### src/rtl/csam_pkg.sv
// ----------------------------------------------------------------------------
// csam_pkg
// shared types, constants and the finish-sequence program of the area moments
// core
// ----------------------------------------------------------------------------
`default_nettype none

package csam_pkg;

  // geometry default
  localparam int unsigned MaxSideDefault = 1024;

  // wide accumulator used by the finish sequence
  localparam int unsigned BigW     = 256;
  localparam int unsigned LimbW    = 32;
  localparam int unsigned NumLimbs = BigW / LimbW;
  localparam int unsigned LimbCntW = $clog2(NumLimbs);
  localparam int unsigned DivCntW  = $clog2(BigW);
  localparam int unsigned DshW     = 3 * LimbW;

  // configuration port
  localparam int unsigned CfgIndexW = 2;
  localparam int unsigned CfgDataW  = 24;
  localparam logic [CfgIndexW-1:0] CfgColumnCount = 2'd0;
  localparam logic [CfgIndexW-1:0] CfgRowCount    = 2'd1;
  localparam logic [CfgIndexW-1:0] CfgPixelWidth  = 2'd2;
  localparam logic [CfgIndexW-1:0] CfgPixelHeight = 2'd3;

  localparam logic [10:0] SideCountReset = 11'd64;
  localparam logic [23:0] PixelSizeReset = 24'd65536;

  // saturation limits
  localparam logic [63:0] LimCentroid  = 64'h0000_0003_FFFF_FFFF;
  localparam logic [63:0] LimMoment    = 64'h7FFF_FFFF_FFFF_FFFF;
  localparam logic [63:0] LimNegMoment = 64'h8000_0000_0000_0000;

  // datapath operations
  typedef enum logic [3:0] {
    OP_NONE,
    OP_ACCUM,
    OP_EMPTY,
    OP_CLEAR,
    OP_LOAD,
    OP_MUL,
    OP_SAVE,
    OP_SPREAD,
    OP_PREP,
    OP_DIV,
    OP_STORE
  } op_e;

  typedef logic [2:0] arg_t;

  // load sources
  localparam arg_t SrcN   = 3'd0;
  localparam arg_t SrcSx  = 3'd1;
  localparam arg_t SrcSy  = 3'd2;
  localparam arg_t SrcSxx = 3'd3;
  localparam arg_t SrcSyy = 3'd4;
  localparam arg_t SrcSxy = 3'd5;

  // multiplier sources
  localparam arg_t MulDx = 3'd0;
  localparam arg_t MulDy = 3'd1;
  localparam arg_t MulN  = 3'd2;
  localparam arg_t MulSx = 3'd3;
  localparam arg_t MulSy = 3'd4;

  // rounding divide setups: divisor and scale shift
  localparam arg_t PrepCentroid = 3'd0;
  localparam arg_t PrepArea     = 3'd1;
  localparam arg_t PrepMoment   = 3'd2;

  // result destinations
  localparam arg_t DstCx   = 3'd0;
  localparam arg_t DstCy   = 3'd1;
  localparam arg_t DstArea = 3'd2;
  localparam arg_t DstIx   = 3'd3;
  localparam arg_t DstIy   = 3'd4;
  localparam arg_t DstIxy  = 3'd5;

  typedef struct packed {
    op_e  op;
    arg_t arg;
  } instr_t;

  typedef struct packed {
    op_e  op;
    arg_t arg;
    logic pixel_set;
  } dp_cmd_t;

  typedef struct packed {
    logic busy;
    logic frame_end;
    logic count_zero;
  } dp_status_t;

  typedef enum logic [1:0] {
    ST_ACCUM,
    ST_CHECK,
    ST_ISSUE,
    ST_WAIT
  } ctrl_state_e;

  localparam int unsigned ProgLen  = 55;
  localparam int unsigned PcW      = 6;
  localparam int unsigned ProgLast = ProgLen - 1;

  // finish sequence, run once per non-empty frame
  function automatic instr_t program_rom(input logic [PcW-1:0] pc);
    instr_t r;
    case (pc)
      // centroid x
      6'd0:  r = '{OP_LOAD,   SrcSx};
      6'd1:  r = '{OP_MUL,    MulDx};
      6'd2:  r = '{OP_PREP,   PrepCentroid};
      6'd3:  r = '{OP_DIV,    arg_t'(0)};
      6'd4:  r = '{OP_STORE,  DstCx};
      // centroid y
      6'd5:  r = '{OP_LOAD,   SrcSy};
      6'd6:  r = '{OP_MUL,    MulDy};
      6'd7:  r = '{OP_PREP,   PrepCentroid};
      6'd8:  r = '{OP_DIV,    arg_t'(0)};
      6'd9:  r = '{OP_STORE,  DstCy};
      // area
      6'd10: r = '{OP_LOAD,   SrcN};
      6'd11: r = '{OP_MUL,    MulDx};
      6'd12: r = '{OP_MUL,    MulDy};
      6'd13: r = '{OP_PREP,   PrepArea};
      6'd14: r = '{OP_DIV,    arg_t'(0)};
      6'd15: r = '{OP_STORE,  DstArea};
      // ix
      6'd16: r = '{OP_LOAD,   SrcSyy};
      6'd17: r = '{OP_MUL,    MulN};
      6'd18: r = '{OP_SAVE,   arg_t'(0)};
      6'd19: r = '{OP_LOAD,   SrcSy};
      6'd20: r = '{OP_MUL,    MulSy};
      6'd21: r = '{OP_SPREAD, arg_t'(0)};
      6'd22: r = '{OP_MUL,    MulDx};
      6'd23: r = '{OP_MUL,    MulDy};
      6'd24: r = '{OP_MUL,    MulDy};
      6'd25: r = '{OP_MUL,    MulDy};
      6'd26: r = '{OP_PREP,   PrepMoment};
      6'd27: r = '{OP_DIV,    arg_t'(0)};
      6'd28: r = '{OP_STORE,  DstIx};
      // iy
      6'd29: r = '{OP_LOAD,   SrcSxx};
      6'd30: r = '{OP_MUL,    MulN};
      6'd31: r = '{OP_SAVE,   arg_t'(0)};
      6'd32: r = '{OP_LOAD,   SrcSx};
      6'd33: r = '{OP_MUL,    MulSx};
      6'd34: r = '{OP_SPREAD, arg_t'(0)};
      6'd35: r = '{OP_MUL,    MulDy};
      6'd36: r = '{OP_MUL,    MulDx};
      6'd37: r = '{OP_MUL,    MulDx};
      6'd38: r = '{OP_MUL,    MulDx};
      6'd39: r = '{OP_PREP,   PrepMoment};
      6'd40: r = '{OP_DIV,    arg_t'(0)};
      6'd41: r = '{OP_STORE,  DstIy};
      // ixy
      6'd42: r = '{OP_LOAD,   SrcSxy};
      6'd43: r = '{OP_MUL,    MulN};
      6'd44: r = '{OP_SAVE,   arg_t'(0)};
      6'd45: r = '{OP_LOAD,   SrcSx};
      6'd46: r = '{OP_MUL,    MulSy};
      6'd47: r = '{OP_SPREAD, arg_t'(0)};
      6'd48: r = '{OP_MUL,    MulDx};
      6'd49: r = '{OP_MUL,    MulDx};
      6'd50: r = '{OP_MUL,    MulDy};
      6'd51: r = '{OP_MUL,    MulDy};
      6'd52: r = '{OP_PREP,   PrepMoment};
      6'd53: r = '{OP_DIV,    arg_t'(0)};
      6'd54: r = '{OP_STORE,  DstIxy};
      default: r = '{OP_NONE, arg_t'(0)};
    endcase
    return r;
  endfunction

endpackage

`default_nettype wire

### src/rtl/csam_ctrl.sv
// ----------------------------------------------------------------------------
// csam_ctrl
// controller: pixel intake, finish-sequence program counter, result valid
// ----------------------------------------------------------------------------
`default_nettype none

module csam_ctrl import csam_pkg::*; (
  input  logic       clk_i,
  input  logic       rst_ni,
  input  logic       in_valid_i,
  output logic       in_ready_o,
  input  logic       pixel_set_i,
  output logic       out_valid_o,
  input  logic       out_ready_i,
  input  dp_status_t status_i,
  output dp_cmd_t    cmd_o
);

  ctrl_state_e      state_q, state_d;
  logic [PcW-1:0]   pc_q, pc_d;
  logic             out_valid_q, out_valid_d;
  instr_t           instr;

  always_ff @(posedge clk_i or negedge rst_ni) begin
    if (!rst_ni) begin
      state_q     <= ST_ACCUM;
      pc_q        <= '0;
      out_valid_q <= 1'b0;
    end else begin
      state_q     <= state_d;
      pc_q        <= pc_d;
      out_valid_q <= out_valid_d;
    end
  end

  assign instr = program_rom(pc_q);

  always_comb begin
    state_d     = state_q;
    pc_d        = pc_q;
    out_valid_d = out_valid_q && !out_ready_i;
    in_ready_o  = 1'b0;
    cmd_o       = '{op: OP_NONE, arg: arg_t'(0), pixel_set: 1'b0};
    case (state_q)
      ST_ACCUM: begin
        // the last pixel of a frame waits until the result slot is free
        in_ready_o = !(status_i.frame_end && out_valid_q);
        if (in_valid_i && in_ready_o) begin
          cmd_o.op        = OP_ACCUM;
          cmd_o.pixel_set = pixel_set_i;
          if (status_i.frame_end) begin
            state_d = ST_CHECK;
          end
        end
      end
      ST_CHECK: begin
        if (status_i.count_zero) begin
          cmd_o.op    = OP_EMPTY;
          out_valid_d = 1'b1;
          state_d     = ST_ACCUM;
        end else begin
          pc_d    = '0;
          state_d = ST_ISSUE;
        end
      end
      ST_ISSUE: begin
        cmd_o.op  = instr.op;
        cmd_o.arg = instr.arg;
        state_d   = ST_WAIT;
      end
      ST_WAIT: begin
        if (!status_i.busy) begin
          if (pc_q == PcW'(ProgLast)) begin
            cmd_o.op    = OP_CLEAR;
            out_valid_d = 1'b1;
            state_d     = ST_ACCUM;
          end else begin
            pc_d    = pc_q + PcW'(1);
            state_d = ST_ISSUE;
          end
        end
      end
      default: state_d = ST_ACCUM;
    endcase
  end

  assign out_valid_o = out_valid_q;

  // the finish sequence only writes the result registers while they are free
  assert property (@(posedge clk_i) disable iff (!rst_ni)
    (state_q == ST_ISSUE) |-> !out_valid_q)
    else $error("finish sequence runs while a result is pending");

  // completing the last instruction presents a word
  assert property (@(posedge clk_i) disable iff (!rst_ni)
    (state_q == ST_WAIT && !status_i.busy && pc_q == PcW'(ProgLast)) |=> out_valid_o)
    else $error("no result after finish sequence");

  // program counter stays inside the program
  assert property (@(posedge clk_i) disable iff (!rst_ni)
    (state_q == ST_ISSUE || state_q == ST_WAIT) |-> (pc_q <= PcW'(ProgLast)))
    else $error("program counter out of range");

  // no pixel is taken while the finish sequence runs
  assert property (@(posedge clk_i) disable iff (!rst_ni)
    (state_q == ST_CHECK || state_q == ST_ISSUE || state_q == ST_WAIT) |-> !in_ready_o)
    else $error("pixel accepted during finish sequence");

endmodule

`default_nettype wire

### config.mk
export PLATFORM = sky130hd
export DESIGN_NAME = csam_ctrl
export DESIGN_NICKNAME = d
export VERILOG_FILES = /design/src/rtl/csam_pkg.sv /design/src/rtl/csam_ctrl.sv
export SDC_FILE = /design/constraint.sdc
export NUM_CORES = 1
export LEC_CHECK = 0
export ABC_AREA = 1
export BUFFER_PORTS_ARGS = -buffer_cell sky130_fd_sc_hd__buf_2
export CORE_MARGIN = 3
export CORE_UTILIZATION = 35
export DETAILED_ROUTE_END_ITERATION = 12
export SYNTH_ARGS = -nofsm -noshare
export SYNTH_HDL_FRONTEND = slang
export SYNTH_SLANG_ARGS = --single-unit
### constraint.sdc
create_clock -name clk_i -period 4.7 [get_ports clk_i]
set_input_delay 0.705 -clock clk_i [delete_from_list [all_inputs] [get_ports clk_i]]
set_output_delay 0.705 -clock clk_i [all_outputs]
set_load 0.01 [all_outputs]
# Word-level counts from Yosys, hierarchy flattened
# Memory sizes are Yosys's and may differ from the RTL's.
# Cells that the tools add are included.
# op_classes
n_addsub,1
n_eq_ne,9
muxes,23
n_reduce_logical,9
# op_table
operator,count
two-way mux 6 bit,3
two-way mux 2 bit,8
one-hot mux 4 bit (4 select lines),1
one-hot mux 6 bit (2 select lines),1
inequality test 2 bit (second input constant),5
one-hot mux 2 bit (4 select lines),1
two-way mux 1 bit,7
adder 6 x 1 -> 6 bit (second input constant),1
== test 6 bit (second input constant),1
== test 2 bit (second input constant),2
AND reduction 4 bit,1
logical AND 1 bit,3
two-way mux 3 bit,1
AND reduction 3 bit,1
== test 2 x 1 -> 1 bit (second input constant),1
zero test 1 bit,2
zero test 2 bit,1
one-hot mux 1 bit (2 select lines),1
nonzero test 2 bit,1
# word_totals
regBits,9
mem_bits_ro,448
in_bits,8
output_inout_bits,10
word_cells,46
memories,1
# memory_table
name,depth,word_bits,rd,rd_ports_with_merged_regs,wr,line_no,text
(name not given),64,7,1,0,0,csam_pkg.sv:113,case (pc)

# Depth between registers and ports, before layout
# Gate-level depths: netlist of run 1.
# depth
word_depth,5
depth_mapped,11

# Worst setup path after synthesis of run 1
# OpenSTA, ideal clock, no wires.
# synth_timing
path_type,flip-flop to output port
start,register pc_q[0]
end,output cmd_o[7] in the netlist's numbering
t_arrival_ns,1.549
required_ns,3.995
setup_slack_ns,2.446
stages_incl_launch_ff,10
n_path_buf,0
cell_sequence,dfrtp_1 > inv_1 > ha_1 > nand2_1 > nand3_1 > nand2_1 > nand2_1 > nand2_1 > nand2_1 > a21oi_1
# synth_lines
element,line_no,text
"start, declared",csam_ctrl.sv:20,"logic [PcW-1:0] pc_q, pc_d;"
"start signal, assigned",csam_ctrl.sv:31,pc_q <= pc_d;
"end, declared",csam_ctrl.sv:16,output dp_cmd_t cmd_o

==> results of run 1 <==
metrics by stage:
stage	total power (uW)	instances	hold WS [ns]	utilization (%)	setup WS, ns
5_1_grt	660	261	0.277	40.0	1.66
3_5_place_dp	537	257	0.564	39.2	2.13
4_1_cts	598	261	0.284	40.0	1.84
6_report	593	261	0.285	40.0	1.88
2_1_floorplan	429	201	0.409	-	2.45
3_3_place_gp	541	257	0.565	39.2	2.12
sequential cells by signal, indices dropped and copies added (netlist names):
signal	cells
out_valid_o	1
pc_q	6
state_q	2
metal layers:
metal	global-route usage [%]	share of wire (%)	wire [um]	vias up
met5	0	0	0	-
met2	26.8	45	1460	39
met1	23.6	48	1550	586
li1	-	-	-	701
met4	6.48	1.5	49	0
met3	1.71	6.1	199	6
worst paths after layout:
| path | from | endpoint | slack [ns] | cells past startpoint |
|---|---|---|---|---|
| setup / recovery | pc_q[0] | cmd_o[4] | 1.88 | 10 |
| hold / removal | rst_ni | pc_q[4] | 0.28 | 1 |
| setup reg to reg | pc_q[0] | pc_q[2] | 2.82 | 7 |
| hold reg to reg | out_valid_o | out_valid_o | 0.60 | 2 |
| max in group asynchronous | rst_ni | state_q[1] | 4.24 | 1 |
| min in group clk_i | out_valid_o | out_valid_o | 0.60 | 2 |
power by group:
group | internal [uW] | switching, uW
combinational | 138 | 262
clock | 31.3 | 27.0
sequential | 97.9 | 37.2
area by class of cell:
class                      instances  share of cell area, %
inverter                          26                   7.66
tap                               46                   4.25
sequential                         9                   16.6
clock inverter                     1                  0.369
timing repair buffer              17                   6.28
multi-input combinational        159                   63.2
clock buffer                       3                   1.66
layout by cell type (no fill, tap or decap), types with 2 or more instances in the layout:
cell type | netlist | layout
a21oi_1 | 12 | 12
a31oi_1 | 3 | 3
buf_2 | 2 | 17
clkbuf_4 | 0 | 3
clkinv_2 | 1 | 2
dfrtp_1 | 9 | 9
ha_1 | 9 | 9
inv_1 | 21 | 21
inv_4 | 2 | 2
nand2_1 | 58 | 58
nand2_2 | 2 | 2
nand3_1 | 29 | 29
nand4_1 | 2 | 2
nor2_1 | 12 | 12
o211ai_1 | 4 | 4
o21ai_0 | 11 | 11
o21ai_1 | 2 | 2
o21ai_2 | 4 | 4
kinds of logic after synthesis:
kind of cell	after synthesis	synth area share (%)
fa+ha+maj	9	9.05
compound gates	41	20.6
simple gates	109	39.1
flops	9	18.1
buf+inv	33	13.1
worst max-delay path: stages (launching register included):
cell and delay (ns):
dfrtp_1 0.49, inv_1 0.20, ha_1 0.42, inv_1 0.08, nand2_1 0.07, nand3_1 0.08, nand3_1 0.11, a21oi_1 0.16
nand2_1 0.07, nand2_1 0.05, buf_2 0.12
==> impl_metrics.toml, run 1 <==
[outcome]
status = "finished clean"

[cts]
clk_pin_slew_ns = 0.06
cts_hold_buf = 0
cts_setup_buffers = 0
cts.sinks = 9
clk_latency_ns = 0.26
cts_resized = 0
clockBufferDepth = 2
clockRootBuffer = "clkbuf_4"
cts-buffers-inserted = 3
cts_max_level = 1
cts_tree = "built"

[critical_path]
start_kind = "flop"
worstSetupPathType = "reg2out"
critPathArrivalTime_ns = 2.11
critPathCaptureType = "primary output"
worstPathRequired_ns = 3.99
cp_max_fo = 9

[place]
placed_area_um2 = 1330
gp_congestion = 0.924
io_buffers = 17
dp_hpwl_mm = 2.57

[final_layout]
multi_input_area_um2 = 856
seq_area_um2 = 225
nFillCells = 378
n_antenna_cell = 0
fin_area_um2 = 1360
drive_above_1_share_pct = 16.3
area_growth_pct = 8.95
num-nets-final = 233

[drt]
dr_total_vias = 1332
drt-total-wl_mm = 3.26
avgRoutedWirePerCell_um = 12.5
viasPerCell = 5.10
firstDrtPassIters = 4
drcViolationCount = 0
drt-initial-drc-count = 189
postRouteAntennaNets = 0

[floorplanning]
dieArea_um2 = 4300
start_util_pct = 36.7
rows = 21
die_h_um = 65.6
core-area_um2 = 3390
die_x_um = 65.6
ios = 18

[logic_synthesis]
synth_edf_count = 0
ys_seq_elements = 9
async_flop_share_pct = 100
synth_area_leaders = "dfrtp_1, nand2_1, nand3_1, ha_1, inv_1"
ys.flop_type = "dfrtp_1"
yosysWarnings = 0
avgSynthCellArea_um2 = 6.19
synth_top_area_share_pct = 18.1
synth_cell_types = 32
synthCells = 201
yosysMostFrequentCell = "nand2_1"
syn_nets = 218
syn-cell-area_um2 = 1240
synth_top_area_cell = "dfrtp_1"
ys_seq_area_share_pct = 18.1
synthTopCellsByCount = "nand2_1, nand3_1, inv_1"

[timing]
finalMaxSlewViolations = 0
fin_setup_tns_ns = 0
layout_worst_path_cycle_share_pct = 59.9
finClkSkew_ns = 0.00542
hold_violations = 0
setup-violations-final = 0
slew_headroom_pct = 54.3
max_slew.worst_pin.slew_ns = 0.686
min_period_ns = 2.82
max_freq_ghz = 0.355
rsz0062_at_grt = "false"

[run]
drv_cap = 0

[global_routing]
grt_pass1_vias = 1266
grt_pass1_wl_mm = 5.75
grt_max_degree = 22
grt.total_usage_pct = 17.0
antenna_found_initial = 0
grt_overflow_total = 0

[power]
p_leak_uw = 0.000692
irDropWorstVdd_mv = 0.269
p_per_area_nw_per_um2 = 438

[min_path]
min_path_type = "in2async"
(Power assumes the default switching activity.)
==> run 2, diff against run 1 <==
==> constraint.sdc (replaced) <==
create_clock -name clk_i -period 2.8 [get_ports clk_i]
set_input_delay 0.42 -clock clk_i [delete_from_list [all_inputs] [get_ports clk_i]]
set_output_delay 0.42 -clock clk_i [all_outputs]
set_load 0.01 [all_outputs]
==> impl_metrics.toml, run 2 (synthesis gave the netlist of run 1 again) <==
[drt]
drcViolationCount = 0
firstDrtPassIters = 4
postRouteAntennaNets = 0
dr_total_vias = 1350
drt-total-wl_mm = 3.30
drt-initial-drc-count = 175
avgRoutedWirePerCell_um = 12.5
viasPerCell = 5.11

[global_routing]
grt_pass1_vias = 1331
grt_max_degree = 19
antenna_found_initial = 0
grt_overflow_total = 0
grt_pass1_wl_mm = 6.00
grt.total_usage_pct = 17.5

[place]
dp_hpwl_mm = 2.64
placed_area_um2 = 1340
io_buffers = 17
gp_congestion = 0.851

[timing]
hold_violations = 0
rsz0062_at_grt = "false"
hold_ws_ns = 0.365
layout_worst_path_cycle_share_pct = 90.8
finalMaxSlewViolations = 0
max_freq_ghz = 0.393
fin_setup_tns_ns = 0
setup-violations-final = 0
finClkSkew_ns = 0.00477
max_slew.worst_pin.slew_ns = 0.494
slew_headroom_pct = 67.1
min_period_ns = 2.54

[cts]
cts_hold_buf = 1
clockBufferDepth = 2
clk_pin_slew_ns = 0.06
cts_setup_buffers = 0
cts_tree = "built"
cts.sinks = 9
cts_max_level = 1
cts-buffers-inserted = 3
clockRootBuffer = "clkbuf_4"
clk_latency_ns = 0.25
cts_resized = 0

[power]
p_per_area_nw_per_um2 = 718
p_leak_uw = 0.000705
irDropWorstVdd_mv = 0.460

[critical_path]
worstSetupPathType = "reg2out"
reg2reg_depth = 7
cp_cell_sequence = "inv_1, ha_1, inv_1, nand2_1, nand3_1, nand3_1, a21oi_1, nand2_1, nand2_1, buf_2"
crit_slowest_cell = "dfrtp_1"
cp_max_fo = 9
rrSetupSlack_ns = 0.99
worstPathRequired_ns = 2.38
critPathArrivalTime_ns = 2.12
slowest_delay_ns = 0.49
critPathCaptureType = "primary output"
start_kind = "flop"
crit_path_frequent_cell = "nand2_1"
worstReg2RegEnd = "pc_q[1]"
worstReg2RegStart = "pc_q[0]"

[floorplanning]
core-area_um2 = 3390
die_x_um = 65.6
die_h_um = 65.6
rows = 21
ios = 18
dieArea_um2 = 4300
start_util_pct = 36.7

[final_layout]
n_antenna_cell = 0
largest_reg_flops = 6
seq_area_um2 = 225
drive_above_1_share_pct = 16.5
area_growth_pct = 10.9
multi_input_area_um2 = 856
num-nets-final = 236
nFillCells = 376
mostFrequentLayoutCell = "nand2_1"
largest_register = "pc_q"
most-common-layout-cells = "nand2_1, nand3_1, inv_1"
fin_util_pct = 40.7
fin_area_um2 = 1380

[outcome]
status = "finished clean"

[min_path]
worstHoldPathCells = 2
holdPathEnd = "out_valid_o"
hold_start = "out_ready_i"
min_path_type = "in2reg"

[run]
drv_cap = 0
==> run 2: worst max path at each step <==
stage	start	end	slack, ns	cells after the start
floorplan	pc_q[0]	cmd_o[7]	0.83	9
global placement	pc_q[1]	cmd_o[4]	0.59	10
detailed placement	pc_q[0]	cmd_o[4]	0.57	10
CTS	pc_q[0]	cmd_o[4]	0.27	10
global route	pc_q[0]	cmd_o[4]	0.002	10
finish	pc_q[0]	cmd_o[4]	0.26	10
==> run 2: area by class of cell <==
class | count | area share, %
multi-input combinational | 159 | 62.1
timing repair buffer | 20 | 7.99
clock buffer | 4 | 1.91
inverter | 26 | 7.53
tap | 46 | 4.17
sequential | 9 | 16.3
==> run 2: per-layer routing <==
| layer | vias up | track usage (%) | routed length (um) | part of all wire, % |
|---|---|---|---|---|
| met3 | 12 | 2.39 | 136 | 4.1 |
| met1 | 592 | 23.6 | 1570 | 48 |
| met4 | 0 | 7.51 | 127 | 3.8 |
| li1 | 705 | - | - | - |
| met5 | - | 0 | 0 | 0 |
| met2 | 41 | 27.6 | 1470 | 44 |
==> run 2: worst max-delay path, delay by kind of cell, from the launching register on <==
kind,cells,cell delay (ns)
buffers and inverters,3,0.40
AO/OA/AOI/OAI,1,0.18
adder cells (fa/ha/maj),1,0.41
flip-flops,1,0.49
AND/OR/NAND/NOR,5,0.38
==> run 2: report_power, final <==
group	internal, uW	switching, uW
Combinational	234	439
Sequential	165	56.9
Clock	54.6	40.8
==> run 2: metrics by stage <==
| step | total power, uW | std cells | worst slack [ns] |
|---|---|---|---|
| 2_1_floorplan | 721 | 201 | 0.831 |
| 3_3_place_gp | 895 | 259 | 0.591 |
| 3_5_place_dp | 893 | 259 | 0.565 |
| 4_1_cts | 998 | 264 | 0.274 |
| 5_1_grt | 1120 | 264 | 0.00243 |
| 6_report | 990 | 264 | 0.258 |
==> run 3, diff against run 2 <==
--- a/config.mk
+++ b/config.mk
@@ -10,6 +10,7 @@
 export CORE_MARGIN = 3
 export CORE_UTILIZATION = 35
 export DETAILED_ROUTE_END_ITERATION = 12
+export SKIP_CTS_REPAIR_TIMING = 1
 export SYNTH_ARGS = -nofsm -noshare
 export SYNTH_HDL_FRONTEND = slang
 export SYNTH_SLANG_ARGS = --single-unit
==> constraint.sdc (replaced) <==
create_clock -name clk_i -period 2.8 [get_ports clk_i]
set_input_delay 0.56 -clock clk_i [delete_from_list [all_inputs] [get_ports clk_i]]
set_output_delay 0.56 -clock clk_i [all_outputs]
set_load 0.01 [all_outputs]
==> impl_metrics.toml, run 3 (synthesis gave the netlist of run 1 again) <==
[outcome]
status = "finished clean"

[floorplanning]
ios = 18
die_h_um = 65.6
rows = 21
core-area_um2 = 3390
dieArea_um2 = 4300
die_x_um = 65.6
start_util_pct = 36.7

[cts]
cts_max_level = 1
cts-buffers-inserted = 3
cts.sinks = 9
cts_tree = "built"
clockRootBuffer = "clkbuf_4"
clk_latency_ns = 0.25
clk_pin_slew_ns = 0.06
clockBufferDepth = 2

[final_layout]
nFillCells = 369
multi_input_area_um2 = 858
largest_register = "pc_q"
largest_reg_flops = 6
mostFrequentLayoutCell = "nand2_1"
most-common-layout-cells = "nand2_1, nand3_1, inv_1"
fin_util_pct = 40.8
seq_area_um2 = 228
drive_above_1_share_pct = 18.3
n_antenna_cell = 0
area_growth_pct = 11.1
num-nets-final = 236

[place]
gp_congestion = 0.984
dp_hpwl_mm = 2.62
io_buffers = 17
dp_slack_ns = 0.430

[timing]
min_period_ns = 2.59
finalMaxSlewViolations = 0
setup-violations-final = 0
layout_setup_ws_ns = 0.215
finClkSkew_ns = 0.00416
fin_setup_tns_ns = 0
layout_worst_path_cycle_share_pct = 92.3
hold_violations = 0
slew_headroom_pct = 60.5
max_freq_ghz = 0.387
max_slew.worst_pin.slew_ns = 0.592
rsz0062_at_grt = "false"

[drt]
dr_total_vias = 1372
viasPerCell = 5.20
postRouteAntennaNets = 0
firstDrtPassIters = 4
drcViolationCount = 0
drt-total-wl_mm = 3.36
drt-initial-drc-count = 137
avgRoutedWirePerCell_um = 12.7

[global_routing]
grt.total_usage_pct = 17.8
grt_overflow_total = 0
grt_pass1_wl_mm = 6.13
grt_max_degree = 19
grt_pass1_vias = 1342
antenna_found_initial = 0

[power]
p_per_area_nw_per_um2 = 720
irDropWorstVdd_mv = 0.422
p_leak_uw = 0.000702

[critical_path]
cp_max_fo = 9
start_kind = "flop"
critPathCaptureType = "primary output"
worstPathRequired_ns = 2.24
critPathArrivalTime_ns = 2.03
worstSetupPathType = "reg2out"

[min_path]
min_path_type = "in2async"

[run]
drv_cap = 0
[run 3: power by group]
group / switching, uW / internal [uW] / total [uW]
sequential: 64.4 / 167 / 232
clock: 39.4 / 54.5 / 93.9
combinational: 438 / 232 / 669
[run 3: cell type report]
class	instances	share of cell area, %
timing repair buffer	20	7.79
inverter	26	7.52
multi-input combinational	159	62.1
sequential	9	16.5
tap	46	4.17
clock buffer	4	1.90
[run 3: path summary, 6_finish.rpt]
check,cells past startpoint,slack (ns),startpoint,endpoint
setup / recovery,10,0.21,pc_q[0],cmd_o[7]
hold / removal,1,0.14,rst_ni,pc_q[3]
setup reg to reg,7,1.04,pc_q[2],pc_q[1]
hold reg to reg,2,0.60,out_valid_o,out_valid_o
max in group asynchronous,1,2.47,rst_ni,pc_q[1]
min in group clk_i,2,0.51,out_ready_i,out_valid_o
[run 3: critical path: stages, from the launching register on]
cell and delay (ns):
dfrtp_2 0.47, inv_1 0.23, ha_1 0.33, nand2_1 0.13, nand3_1 0.11, nand2_1 0.09
nand2_1 0.04, nand2_1 0.06, nand2_1 0.04, a21oi_1 0.13, buf_2 0.14
[run 3: metrics by stage]
stage	power (uW)	cells	hold WS (ns)	cell area (um^2)
final	995	264	0.144	1380
after global routing	1120	264	0.141	1380
after detailed placement	888	260	0.418	1350
after CTS	988	264	0.141	1380
after global placement	890	260	0.417	1350
after floorplan	721	201	0.264	1240
[run 3: layer usage]
layer  share of wire [%]  global-route usage, %  vias to the layer above
li1                    -                      -                      700
met2                  46                   28.4                       58
met5                   0                      0                        -
met3                 7.0                   2.56                        4
met1                  46                   24.4                      610
met4                0.71                   6.22                        0
